**config.mk**
```make
export PLATFORM = sky130hd
export DESIGN_NAME = ir_learn_send_controller
export DESIGN_NICKNAME = d
export VERILOG_FILES = /design/src/rtl/ilsc_pkg.sv /design/src/rtl/ir_learn_send_controller.sv
export SDC_FILE = /design/constraint.sdc
export NUM_CORES = 1
export LEC_CHECK = 0
export BUFFER_PORTS_ARGS = -buffer_cell sky130_fd_sc_hd__clkbuf_2
export CAP_MARGIN = 10
export CELL_PAD_IN_SITES_DETAIL_PLACEMENT = 1
export CELL_PAD_IN_SITES_GLOBAL_PLACEMENT = 1
export CORE_ASPECT_RATIO = 0.8
export CORE_UTILIZATION = 25
export CTS_CLUSTER_DIAMETER = 50
export CTS_CLUSTER_SIZE = 24
export DETAILED_ROUTE_END_ITERATION = 12
export PLACE_DENSITY = 0.46
export SETUP_SLACK_MARGIN = 0.4
export SYNTH_ARGS = -nofsm -noshare
export SYNTH_HDL_FRONTEND = slang
export SYNTH_SLANG_ARGS = --single-unit
```
**constraint.sdc**
```tcl
create_clock -name clk -period 7.3 [get_ports clk]
set_input_delay 1.46 -clock clk [delete_from_list [all_inputs] [get_ports clk]]
set_output_delay 1.46 -clock clk [all_outputs]
set_load 0.05 [all_outputs]
```
**src/rtl/ilsc_pkg.sv**
```systemverilog
// Shared types and constants for the IR learn-and-send sequencer.
`default_nettype none
package ilsc_pkg;

	// Event codes carried on the input stream
	typedef enum logic [1:0] {
		OP_TICK  = 2'd0,
		OP_POLL  = 2'd1,
		OP_LEARN = 2'd2,
		OP_SEND  = 2'd3
	} op_t;

	// Internal mode register, one-hot
	typedef enum logic [6:0] {
		ST_NULL  = 7'b0000001,
		ST_FREE  = 7'b0000010,
		ST_LSTBY = 7'b0000100,
		ST_LEARN = 7'b0001000,
		ST_SSTBY = 7'b0010000,
		ST_SEND  = 7'b0100000,
		ST_STOP  = 7'b1000000
	} state_t;

	// Mode codes as they appear on the result stream
	localparam logic [2:0] MODE_NULL  = 3'd0;
	localparam logic [2:0] MODE_FREE  = 3'd1;
	localparam logic [2:0] MODE_LSTBY = 3'd2;
	localparam logic [2:0] MODE_LEARN = 3'd3;
	localparam logic [2:0] MODE_SSTBY = 3'd4;
	localparam logic [2:0] MODE_SEND  = 3'd5;
	localparam logic [2:0] MODE_STOP  = 3'd6;

	// Beep kinds
	localparam logic [1:0] BEEP_NONE = 2'd0;
	localparam logic [1:0] BEEP_WARN = 2'd1;
	localparam logic [1:0] BEEP_DONE = 2'd2;

	// Operation outcomes
	localparam logic [1:0] RES_NONE    = 2'd0;
	localparam logic [1:0] RES_LEARNED = 2'd1;
	localparam logic [1:0] RES_SENT    = 2'd2;

	// Configuration register indexes
	localparam logic [2:0] REG_STANDBY_TIMEOUT = 3'd0;
	localparam logic [2:0] REG_STANDBY_RETRIES = 3'd1;
	localparam logic [2:0] REG_LEARN_TIMEOUT   = 3'd2;
	localparam logic [2:0] REG_STOP_HOLD_TIME  = 3'd3;
	localparam logic [2:0] REG_WARN_THRESHOLD  = 3'd4;

	// Configuration reset values
	localparam logic [15:0] STANDBY_TIMEOUT_RST = 16'd1000;
	localparam logic [7:0]  STANDBY_RETRIES_RST = 8'd3;
	localparam logic [15:0] LEARN_TIMEOUT_RST   = 16'd20000;
	localparam logic [15:0] STOP_HOLD_TIME_RST  = 16'd1000;
	localparam logic [14:0] WARN_THRESHOLD_RST  = 15'd2000;

	// Countdown / 1000 as a multiply by ceil(2^26 / 1000), exact for 16-bit values
	localparam int          SEC_SHIFT = 26;
	localparam logic [16:0] SEC_RECIP = 17'd67109;

	// One result item
	typedef struct packed {
		logic [6:0] seconds_left;
		logic [1:0] op_result;
		logic [7:0] active_slot;
		logic [1:0] beep_kind;
		logic       issue_send;
		logic       issue_capture;
		logic       issue_learn_start;
		logic       reset_line;
		logic [2:0] mode;
	} result_t;

	// Mode code for the result stream
	function automatic logic [2:0] mode_code(state_t st);
		logic [2:0] code;
		unique case (st)
			ST_NULL:  code = MODE_NULL;
			ST_FREE:  code = MODE_FREE;
			ST_LSTBY: code = MODE_LSTBY;
			ST_LEARN: code = MODE_LEARN;
			ST_SSTBY: code = MODE_SSTBY;
			ST_SEND:  code = MODE_SEND;
			ST_STOP:  code = MODE_STOP;
			default:  code = MODE_FREE;
		endcase
		return code;
	endfunction

endpackage
`default_nettype wire

```
**src/rtl/ir_learn_send_controller.sv**
```systemverilog
// IR learn-and-send sequencer: one command/status result per accepted request.
// The result of an accepted request is in the output register in the next cycle.
// Throughput: one request per cycle unless the output stalls; the state update and the
// seconds divide (a 16x17 reciprocal multiply) sit between state and result registers.
// The input is ready whenever the output register is empty or being drained.
// Reset: mode null, counters and output valid clear, config defaults, module reset released.
`default_nettype none
module ir_learn_send_controller (
	input  wire logic        clk,
	input  wire logic        arst_n,
	// configuration write port
	input  wire logic        cfg_we,
	input  wire logic [2:0]  cfg_index,
	input  wire logic [15:0] cfg_wdata,
	// event stream
	input  wire logic        s_tvalid,
	output logic             s_tready,
	input  wire logic [15:0] s_tdata,  // [0] busy_pin, [8:1] slot_index, rest zero
	input  wire logic [1:0]  s_tuser,  // [1:0] opcode
	// result stream
	output logic             m_tvalid,
	input  wire logic        m_tready,
	output logic [31:0]      m_tdata   // [2:0] mode, [3] reset_line, [4] issue_learn_start,
	                                   // [5] issue_capture, [6] issue_send, [8:7] beep_kind,
	                                   // [16:9] active_slot, [18:17] op_result,
	                                   // [25:19] seconds_left, rest zero
);
	import ilsc_pkg::*;

	// configuration registers
	logic [15:0] standby_timeout_q;
	logic [7:0]  standby_retries_q;
	logic [15:0] learn_timeout_q;
	logic [15:0] stop_hold_time_q;
	logic [14:0] warn_threshold_q;

	// sequencer state
	state_t      mode_q;
	logic [15:0] cnt_q;
	logic [7:0]  retries_q;
	logic [7:0]  slot_q;
	logic        warned_q;
	logic [1:0]  result_q;
	logic        rst_lvl_q;

	// output register
	result_t     res_q;
	logic        out_valid_q;

	// next-state signals
	state_t      n_mode;
	logic [15:0] n_cnt;
	logic [7:0]  n_retries;
	logic [7:0]  n_slot;
	logic        n_warned;
	logic [1:0]  n_result;
	logic        n_rst_lvl;
	logic        ls;
	logic        cap;
	logic        snd;
	logic [1:0]  beep;
	logic [32:0] sec_prod;
	result_t     n_res;

	op_t         op;
	logic        busy;
	logic [7:0]  slot_in;
	logic        accept;

	assign op      = op_t'(s_tuser);
	assign busy    = s_tdata[0];
	assign slot_in = s_tdata[8:1];

	assign s_tready = !out_valid_q || m_tready;
	assign accept   = s_tvalid && s_tready;

	// configuration writes
	always_ff @(posedge clk or negedge arst_n) begin
		if (!arst_n) begin
			standby_timeout_q <= STANDBY_TIMEOUT_RST;
			standby_retries_q <= STANDBY_RETRIES_RST;
			learn_timeout_q   <= LEARN_TIMEOUT_RST;
			stop_hold_time_q  <= STOP_HOLD_TIME_RST;
			warn_threshold_q  <= WARN_THRESHOLD_RST;
		end else if (cfg_we) begin
			if (cfg_index == REG_STANDBY_TIMEOUT) standby_timeout_q <= cfg_wdata;
			if (cfg_index == REG_STANDBY_RETRIES) standby_retries_q <= cfg_wdata[7:0];
			if (cfg_index == REG_LEARN_TIMEOUT)   learn_timeout_q   <= cfg_wdata;
			if (cfg_index == REG_STOP_HOLD_TIME)  stop_hold_time_q  <= cfg_wdata;
			if (cfg_index == REG_WARN_THRESHOLD)  warn_threshold_q  <= cfg_wdata[14:0];
		end
	end

	// event handling
	always_comb begin
		n_mode    = mode_q;
		n_cnt     = cnt_q;
		n_retries = retries_q;
		n_slot    = slot_q;
		n_warned  = warned_q;
		n_result  = result_q;
		n_rst_lvl = rst_lvl_q;
		ls        = 1'b0;
		cap       = 1'b0;
		snd       = 1'b0;
		beep      = BEEP_NONE;
		unique case (op)
			OP_TICK: begin
				if (cnt_q != 16'd0) n_cnt = cnt_q - 16'd1;
			end
			OP_POLL: begin
				unique case (mode_q)
					ST_FREE: n_warned = 1'b0;
					ST_LSTBY: begin
						n_result = RES_NONE;
						if (retries_q == 8'd0) begin
							n_mode = ST_FREE;
						end else if (!busy) begin
							n_mode = ST_LEARN;
							n_cnt  = learn_timeout_q;
						end else if (cnt_q == 16'd0) begin
							ls        = 1'b1;
							n_cnt     = standby_timeout_q;
							n_retries = retries_q - 8'd1;
						end
					end
					ST_LEARN: begin
						if (cnt_q == 16'd0) begin
							// learn timed out: hold the module in reset
							n_rst_lvl = 1'b0;
							n_slot    = 8'd0;
							n_retries = 8'd0;
							n_cnt     = stop_hold_time_q;
							n_mode    = ST_STOP;
						end else if (busy) begin
							beep      = BEEP_DONE;
							n_cnt     = 16'd0;
							n_retries = 8'd0;
							cap       = 1'b1;
							n_mode    = ST_FREE;
							n_result  = RES_LEARNED;
						end else if (!warned_q && (cnt_q < {1'b0, warn_threshold_q})) begin
							n_warned = 1'b1;
							beep     = BEEP_WARN;
						end
					end
					ST_SSTBY: begin
						if (cnt_q == 16'd0) n_mode = ST_SEND;
					end
					ST_SEND: begin
						snd      = 1'b1;
						n_mode   = ST_FREE;
						n_result = RES_SENT;
					end
					ST_STOP: begin
						if (cnt_q == 16'd0) begin
							n_mode    = ST_FREE;
							n_rst_lvl = 1'b1;
						end
					end
					ST_NULL: n_mode = ST_FREE;
					default: n_mode = ST_FREE;
				endcase
			end
			OP_LEARN: begin
				n_rst_lvl = 1'b1;
				if (mode_q == ST_LEARN) begin
					n_cnt = learn_timeout_q;
				end else begin
					ls        = 1'b1;
					n_cnt     = standby_timeout_q;
					n_retries = standby_retries_q;
					n_mode    = ST_LSTBY;
					n_slot    = slot_in;
				end
			end
			OP_SEND: begin
				n_rst_lvl = 1'b1;
				n_slot    = slot_in;
				n_mode    = ST_SSTBY;
			end
			default: ;
		endcase
	end

	// seconds left: countdown / 1000 by reciprocal multiply
	assign sec_prod = 33'(n_cnt) * 33'(SEC_RECIP);

	always_comb begin
		n_res.mode              = mode_code(n_mode);
		n_res.reset_line        = n_rst_lvl;
		n_res.issue_learn_start = ls;
		n_res.issue_capture     = cap;
		n_res.issue_send        = snd;
		n_res.beep_kind         = beep;
		n_res.active_slot       = n_slot;
		n_res.op_result         = n_result;
		n_res.seconds_left      = sec_prod[SEC_SHIFT +: 7];
	end

	// state update on each accepted event
	always_ff @(posedge clk or negedge arst_n) begin
		if (!arst_n) begin
			mode_q    <= ST_NULL;
			cnt_q     <= 16'd0;
			retries_q <= 8'd0;
			slot_q    <= 8'd0;
			warned_q  <= 1'b0;
			result_q  <= RES_NONE;
			rst_lvl_q <= 1'b1;
		end else if (accept) begin
			mode_q    <= n_mode;
			cnt_q     <= n_cnt;
			retries_q <= n_retries;
			slot_q    <= n_slot;
			warned_q  <= n_warned;
			result_q  <= n_result;
			rst_lvl_q <= n_rst_lvl;
		end
	end

	// output register valid
	always_ff @(posedge clk or negedge arst_n) begin
		if (!arst_n) begin
			out_valid_q <= 1'b0;
		end else if (accept) begin
			out_valid_q <= 1'b1;
		end else if (m_tready) begin
			out_valid_q <= 1'b0;
		end
	end

	// output payload
	always_ff @(posedge clk) begin
		if (accept) res_q <= n_res;
	end

	assign m_tvalid = out_valid_q;
	assign m_tdata  = {6'd0, res_q};

`ifndef SYNTHESIS
	// at most one command strobe per result
	a_one_strobe: assert property (@(posedge clk) disable iff (!arst_n)
		m_tvalid |-> $onehot0({res_q.issue_learn_start, res_q.issue_capture,
			res_q.issue_send}))
		else $error("more than one command strobe in a result");

	// a capture always reports a learned code with the done beep
	a_capture: assert property (@(posedge clk) disable iff (!arst_n)
		(m_tvalid && res_q.issue_capture) |->
			(res_q.beep_kind == BEEP_DONE && res_q.op_result == RES_LEARNED
			&& res_q.mode == MODE_FREE))
		else $error("capture without learned result");

	// module reset is only held while in stop mode
	a_reset_stop: assert property (@(posedge clk) disable iff (!arst_n)
		(m_tvalid && !res_q.reset_line) |-> (res_q.mode == MODE_STOP))
		else $error("module reset asserted outside stop mode");

	// an accepted event always yields a result next cycle
	a_result: assert property (@(posedge clk) disable iff (!arst_n)
		accept |=> m_tvalid)
		else $error("accepted event produced no result");
`endif

endmodule
`default_nettype wire
```
Word-level counts from Yosys, hierarchy flattened
Index checks and enable logic that the tools add are counted.

storage, ports and cells
  input port bits = 42
  word-level logic and storage cells = 135
  bits in registers = 141
  output and inout bits = 34

cells by class
  reduce and logical (&&, ||, !) cells = 23
  multipliers = 1
  equality and inequality tests = 28
  magnitude comparators = 1
  bitwise operators = 2
  multiplexer cells = 55
  add/subtract/negate cells = 2

operator list
  kind                                                                    number
  16-bit two-way mux                                                      7
  8-bit two-way mux                                                       9
  7-bit two-way mux                                                       7
  16-bit case mux with 3 select lines                                     1
  7-bit case mux with 5 select lines                                      1
  16-bit by 17-bit multiplier with 33-bit output (second input constant)  1
  16-bit case mux with 2 select lines                                     1
  8-bit case mux with 2 select lines                                      2
  8-bit case mux with 3 select lines                                      1
  7-bit case mux with 3 select lines                                      1
  3-bit case mux with 6 select lines                                      1
  16-bit zero test                                                        1
  16-bit by 15-bit less-than comparator with 1-bit output                 1
  16-bit nonzero test                                                     1
  16-bit by 1-bit subtractor with 16-bit output (second input constant)   1
  1-bit two-way mux                                                       15
  7-bit by 3-bit equality test with 1-bit output (second input constant)  2
  7-bit by 4-bit equality test with 1-bit output (second input constant)  2
  7-bit by 5-bit equality test with 1-bit output (second input constant)  2
  7-bit by 6-bit equality test with 1-bit output (second input constant)  2
  7-bit equality test (second input constant)                             2
  2-bit AND reduction                                                     5
  3-bit != test (second input constant)                                   3
  8-bit zero test                                                         1
  26 further kinds                                                        42

Depth between registers and ports, before layout
Gate-level depths: netlist of the first run.

  word-level depth = 7
  depth in mapped cells = 32
  gate-level depth less buffers = 30

Worst setup path before layout of the first run
Ideal clock, no wire load.

  path type = in2reg
  from = in s_tdata[0]
  to = reg res_q, in the netlist m_tdata[23] (data pin)
  slack = -668 ps
  cell stages on the path = 27
  path buffers = 2
  library setup time = 258 ps
  data arrival time = 7711 ps
  required time = 7042 ps
  cell sequence = buf_1 > clkbuf_1 > mux2i_1 > nor2_1 > a221oi_1 > o221ai_1 > nor2_1 > nor2_1 > o22a_1 > ha_1 > fa_1 > fa_1 > inv_1 > fa_1 > inv_1 > fa_1 > ha_1 > ha_1 > nand3_1 > or3_1 > or3_1 > o211ai_1 > a311o_1 > o221ai_2 > a21oi_2 > a21oi_2 > xnor2_1

RTL lines
  what                  RTL line                         text
  from (decl)           ir_learn_send_controller.sv:18   input wire logic [15:0] s_tdata,
  to (signal assigned)  ir_learn_send_controller.sv:235  if (accept) res_q <= n_res;
  to (decl)             ir_learn_send_controller.sv:47   result_t res_q;

==> results of run 1 <==
## sequential cells by signal, summed over array words and instances (netlist names)
name,count
cnt_q,16
learn_timeout_q,16
m_tdata,25
m_tvalid,1
mode_q,7
result_q,2
retries_q,8
rst_lvl_q,1
slot_q,8
standby_retries_q,8
standby_timeout_q,16
stop_hold_time_q,16
warn_threshold_q,15
warned_q,1
## final timing paths
| kind | slack (ps) | endpoint | start |
|---|---|---|---|
| setup / recovery | -60 | m_tdata[23] | cnt_q[1] |
| hold / removal | 480 | slot_q[4] | slot_q[4] |
| setup reg to reg | -60 | m_tdata[23] | cnt_q[1] |
| hold reg to reg | 480 | slot_q[4] | slot_q[4] |
| max in group asynchronous | 4850 | warn_threshold_q[13] | arst_n |
| min in group asynchronous | 1080 | retries_q[0] | arst_n |
## final cells by class
class | instances | area (um^2)
Timing Repair Buffer | 257 | 1850
Clock buffer | 17 | 425
Tap cell | 595 | 744
Fill cell | 4953 | 29000
Multi-Input combinational cell | 838 | 7430
Clock inverter | 15 | 156
Sequential cell | 140 | 3660
Inverter | 101 | 383
## cell usage after synthesis, drive strengths merged, types with 14 or more instances
library cell and number:
dfrtp 88, inv 99, dfstp 27, fa 39, nor2 57, a21oi 59
ha 150, mux2 66, clkbuf 36, buf 23, a21o 15, nand2 121
edfxtp 25, mux2i 22, o21ai 70, nand3 14, nor3 23
## routing by layer
| metal | routed length, um | GRT usage (%) | share of wire, % |
|---|---|---|---|
| met5 | 0 | 0 | 0 |
| met3 | 1060 | 3.05 | 2.7 |
| met2 | 16600 | 27.1 | 43 |
| met4 | 209 | 2.47 | 0.54 |
| met1 | 20600 | 26.6 | 54 |
## stage by stage
step	worst slack, ps	hold slack (ps)	setup TNS (ps)	total power [uW]	std cells
final	-55.6	479	-154	5780	1963
after detailed placement	-801	468	-4110	4470	1920
after global routing	-385	509	-1660	6400	1963
after CTS	-124	484	-248	5740	1960
after floorplan	35.2	446	0	3130	1138
after global placement	-732	457	-3610	4430	1920
## cell families after synthesis
| group | synth area share, % |
|---|---|
| AO/OA/AOI/OAI | 15.3 |
| XOR/XNOR | 1.17 |
| adder cells (fa/ha/maj) | 23.7 |
| buffers and inverters | 5.85 |
| flip-flops | 32.7 |
| multiplexers | 8.64 |
| other | 0.0335 |
| AND/OR/NAND/NOR | 12.6 |
## report_power, final
group	switching (uW)	internal [uW]
Clock	397	482
Sequential	101	979
Combinational	2030	1790
## what timing repair did
| action | 4_1_cts | 5_1_grt |
|---|---|---|
| gates resized for setup | 57 | 34 |
| cloned | 0 | 0 |
| setup buffers | 8 | 3 |
| setup endpoints to repair | 7 | 7 |
| pin swaps | 43 | 30 |
| hold buffers | 0 | 0 |
## worst max-delay path, delay by kind of cell (launching register included)
family                     cells  cell delay, ps
AOI/OAI and AO/OA              8            1210
xor gates and xnor gates       1             120
adders and majority gates      8            2650
buffers and inverters          7             800
DFF                            1             390
and+or+nand+nor                7            1930
## placed cells by master (no fill, tap or decap), drive strengths merged, types with 22 or more instances in the layout
master  instances
fa             39
nor3           23
clkbuf         78
mux2i          22
mux2           66
dfstp          27
nor2           57
inv           106
a21oi          59
buf           196
nand2         121
edfxtp         25
dfrtp          88
ha            150
o21ai          70
==> results_dict.tcl, run 1 <==
set metrics [dict create \
    gpl.final_weighted_congestion 0.811 \
    coreArea_mm2 0.0436 \
    hold_class "reg -> reg" \
    clock_sinks 140 \
    synthDistinctLibCells 83 \
    drt_wl_total_um 38500 \
    cp_max_fo 4 \
    timing.critical_path.slowest_cell_delay_ps 550 \
    crit_required_ps 7490 \
    max-clock-path-buffers 2 \
    finalCriticalPeriod_ps 7360 \
    yosysSeqAreaShare_pct 32.7 \
    critPathLaunchType "flop" \
    postSynthCellCount 1133 \
    holdPathStages 2 \
    flow.area_growth_from_synthesis_pct 30.9 \
    grt_max_degree 63 \
    cts-buffers-inserted 17 \
    yosysWarnings 0 \
    layout.nets 1586 \
    die-area_mm2 0.0456 \
    via_per_inst 4.76 \
    groute.usage.overall_pct 17.8 \
    grt_first_pass_wirelength_um 60800 \
    maxSlewViolCount 0 \
    worstMarginPinSlew_ps 1140 \
    synth_seq_cells 140 \
    report.final.setup_viol 4 \
    ys_top_cells_by_area "sky130_fd_sc_hd__dfrtp_1, sky130_fd_sc_hd__ha_1, sky130_fd_sc_hd__fa_1" \
    route.detailed.wl_per_inst_um 19.6 \
    worst_ep_arrival_time_ps 7550 \
    initial_core_util_pct 25.6 \
    clk-insertion-delay-late_ps 450 \
    die_y_um 191 \
    worst_path_max_delay_cell "sky130_fd_sc_hd__fa_1" \
    postRouteAntennaNets 0 \
    timing.final.hold_violations 0 \
    power.density_cell_area_mw_per_mm2 394 \
    crit_path_frequent_cell "sky130_fd_sc_hd__ha_4" \
    first_global_vias 10062 \
    finalCritPeriodShare_pct 101 \
    synthesis.area_mm2 0.0112 \
    static-leakage-power_uw 0.00692 \
    drtIter0Drc 395 \
    maxCapViolations 0 \
    dpl_cell_area_mm2 0.0135 \
    worst_ir_drop_vdd_v 0.000211 \
    ff2ff_path_depth 31 \
    maximum_level_of_the_cts_h_tree 4 \
    setup_repair_after_global_routing_missed_its_margin "true" \
    run_status "finished with violations" \
    utilization_pct 33.6 \
    avgSynthCellArea_um2 9.88 \
    antenna-diode-count 0 \
    drcViolationCount 0 \
    placement.io_buffers 62 \
    row_count 68 \
    synth-main-ff-cell "sky130_fd_sc_hd__dfrtp_1" \
    post_route_cells_drive_above_1_share_pct 35.7 \
    pin_count 76 \
    postLayoutSetupSlackWorst_ps -55.6 \
    drt_pass1_iterations 4 \
    kind_of_capture_point_of_the_worst_setup_path "flop" \
    synth_edf_count 25 \
    synth_largest_area_cell "sky130_fd_sc_hd__dfrtp_1" \
    tritoncts "yes" \
    cts.root.buffer_cell "sky130_fd_sc_hd__clkbuf_16" \
    final_area_mm2 0.0146 \
    die_width_um 239 \
    synth_top_cell_area_share_pct 19.7 \
    timing.fmax_mhz 136 \
    grt_overflow 0 \
    grt_antenna_before_repair 0 \
    synth-async-reset-ratio_pct 82.1 \
    hpwlAfterDp_um 30800 \
    failed_checks "negative setup slack" \
    crit_type "reg -> reg" \
    clock-skew-final_ps 12.5 \
    overall_via_count_from_detail_route 9348 \
    clk_pin_slew_worst_paths_ps 70 \
    max_slew_margin_pct 23.7 \
]
Note: power is estimated with default switching activity, not from simulation.
==> inputs of run 2 (changes only) <==
Settings changed: ABC_CLOCK_PERIOD_IN_PS set to 7300, MAX_ROUTING_LAYER set to met4.
==> run 2 against run 1 <==
  * The flow still finishes with violations (negative setup slack)
  * Sequential power about the same
  * Worst hold slack about the same
  * Sequential share of layout area about the same
  * First-iteration DRC count decreased by 1.5%
  * Global-route usage increased by 0.53 points
  * Setup slack got worse by 4.9 ps
  * Via count increased by 0.13%
  * Largest power group unchanged
  * Highest routed layer unchanged
==> results_dict.tcl, run 2 (synthesis results as in run 1) <==
set metrics [dict create \
    run_status "finished with violations" \
    dpl_worst_slack_ps -801 \
    commonest_non_fill_non_tap_cell_in_the_layout "sky130_fd_sc_hd__buf_4" \
    cp_max_fo 4 \
    finalCritPeriodShare_pct 101 \
    report.final.setup_viol 3 \
    groute.usage.overall_pct 18.3 \
    power.density_cell_area_mw_per_mm2 394 \
    placement.io_buffers 62 \
    hold_class "reg -> reg" \
    largest_register_ff_count 25 \
    maximum_level_of_the_cts_h_tree 4 \
    tns_ps -154 \
    cts.root.buffer_cell "sky130_fd_sc_hd__clkbuf_16" \
    grt_use_met1_pct 26.6 \
    coreArea_mm2 0.0436 \
    drcViolationCount 0 \
    overall_via_count_from_detail_route 9360 \
    maxCapViolations 0 \
    timing.critical_path.slowest_cell_delay_ps 550 \
    grt_first_pass_wirelength_um 60700 \
    max_slew_margin_pct 24.3 \
    postRouteAntennaNets 0 \
    fillerInstances 4953 \
    postLayoutSetupSlackWorst_ps -60.5 \
    cts-buffers-inserted 17 \
    initial_core_util_pct 25.6 \
    globalRoute.busiestLayer "met2" \
    finalCriticalPeriod_ps 7360 \
    reg2reg_from "cnt_q[1]" \
    grt_use_met2_pct 27.1 \
    crit_path_frequent_cell "sky130_fd_sc_hd__ha_4" \
    die_width_um 239 \
    die_y_um 191 \
    crit_end "m_tdata[23]" \
    timing.rr.end "m_tdata[23]" \
    hpwlAfterDp_um 30800 \
    clk_pin_slew_worst_paths_ps 70 \
    via_per_inst 4.77 \
    crit_path_start "cnt_q[1]" \
    design_power_total_uw 5760 \
    route.detailed.wl_per_inst_um 19.6 \
    row_count 68 \
    static-leakage-power_uw 0.00691 \
    timing.fmax_mhz 136 \
    kind_of_capture_point_of_the_worst_setup_path "flop" \
    most_frequent_cells_in_the_layout "sky130_fd_sc_hd__buf_4, sky130_fd_sc_hd__ha_1, sky130_fd_sc_hd__nand2_1" \
    worstMarginPinSlew_ps 1130 \
    ff2ff_setup_slack_ps -60 \
    drtIter0Drc 389 \
    failed_checks "negative setup slack" \
    setup_repair_after_global_routing_missed_its_margin "true" \
    crit_type "reg -> reg" \
    timing.final.hold_violations 0 \
    gpl.final_weighted_congestion 0.823 \
    grt_max_degree 63 \
    clock_sinks 140 \
    clk-insertion-delay-late_ps 450 \
    worst_ep_arrival_time_ps 7550 \
    ff2ff_path_depth 31 \
    grt_antenna_before_repair 0 \
    maxSlewViolCount 0 \
    worst_ir_drop_vdd_v 0.000211 \
    groute.layer.met3.usage_pct 2.79 \
    pin_count 76 \
    tritoncts "yes" \
    drt_pass1_iterations 5 \
    clock-skew-final_ps 11.0 \
    post_route_cells_drive_above_1_share_pct 35.7 \
    utilization_pct 33.5 \
    crit_required_ps 7490 \
    antenna-diode-count 0 \
    max-clock-path-buffers 2 \
    flow.area_growth_from_synthesis_pct 30.8 \
    grt_overflow 0 \
    layout.nets 1585 \
    worst_path_max_delay_cell "sky130_fd_sc_hd__fa_1" \
    die-area_mm2 0.0456 \
    first_global_vias 10067 \
    critPathLaunchType "flop" \
    drt_wl_total_um 38500 \
]
run 2: cell count changes in the layout (fill, tap and decap cells not counted):
| cell | delta |
|---|---|
| sky130_fd_sc_hd__buf_4 | -1 |
run 2: cell type report:
cell class / instances / area (um^2) / area share (%)
well taps: 595 / 744 / 5.08
clock inverters: 15 / 156 / 1.07
inverters: 101 / 383 / 2.61
flip-flops and latches: 140 / 3660 / 25.0
repair buffers: 256 / 1840 / 12.6
multi-input cells: 838 / 7430 / 50.7
clock buffers: 17 / 425 / 2.91
run 2: timing repair:
item                       in CTS  in global routing
resized for setup              57                 34
buffers inserted                8                  2
setup endpoints to repair       7                  7
pin swaps                      43                 30
hold buffers                    0                  0
run 2: metal layers:
| layer | share of wire, % | routed length, um |
|---|---|---|
| met1 | 53 | 20300 |
| met3 | 3.3 | 1280 |
| met4 | 0.71 | 272 |
| met2 | 43 | 16700 |
| met5 | 0 | 0 |
run 2: worst max-delay path: cells and delay by family (launching register included):
| family | cells | cell delay, ps |
|---|---|---|
| compound gates | 8 | 1210 |
| buf+inv | 7 | 800 |
| flops | 1 | 390 |
| fa+ha+maj | 8 | 2650 |
| simple gates | 7 | 1930 |
| xor+xnor | 1 | 120 |
run 2: power breakdown:
group / switching, uW / internal (uW)
Combinational: 2020 / 1780
Clock: 397 / 482
Sequential: 101 / 979
Total: 2520 / 3240
run 2: how the worst min path moves through the flow:
stage,start,endpoint,slack [ps],cells after the start
floorplan,slot_q[0],slot_q[0],450,2
global placement,slot_q[0],slot_q[0],460,2
detailed placement,slot_q[4],slot_q[4],470,2
CTS,slot_q[4],slot_q[4],480,2
global route,result_q[0],result_q[0],510,2
finish,slot_q[4],slot_q[4],480,2
run 2: stage by stage:
step | cells | cell area (um^2) | hold WS (ps)
after global routing | 1962 | 14600 | 509
final | 1962 | 14600 | 478
after floorplan | 1138 | 11400 | 446
after CTS | 1960 | 14500 | 484
after detailed placement | 1920 | 13500 | 468
after global placement | 1920 | 13500 | 457
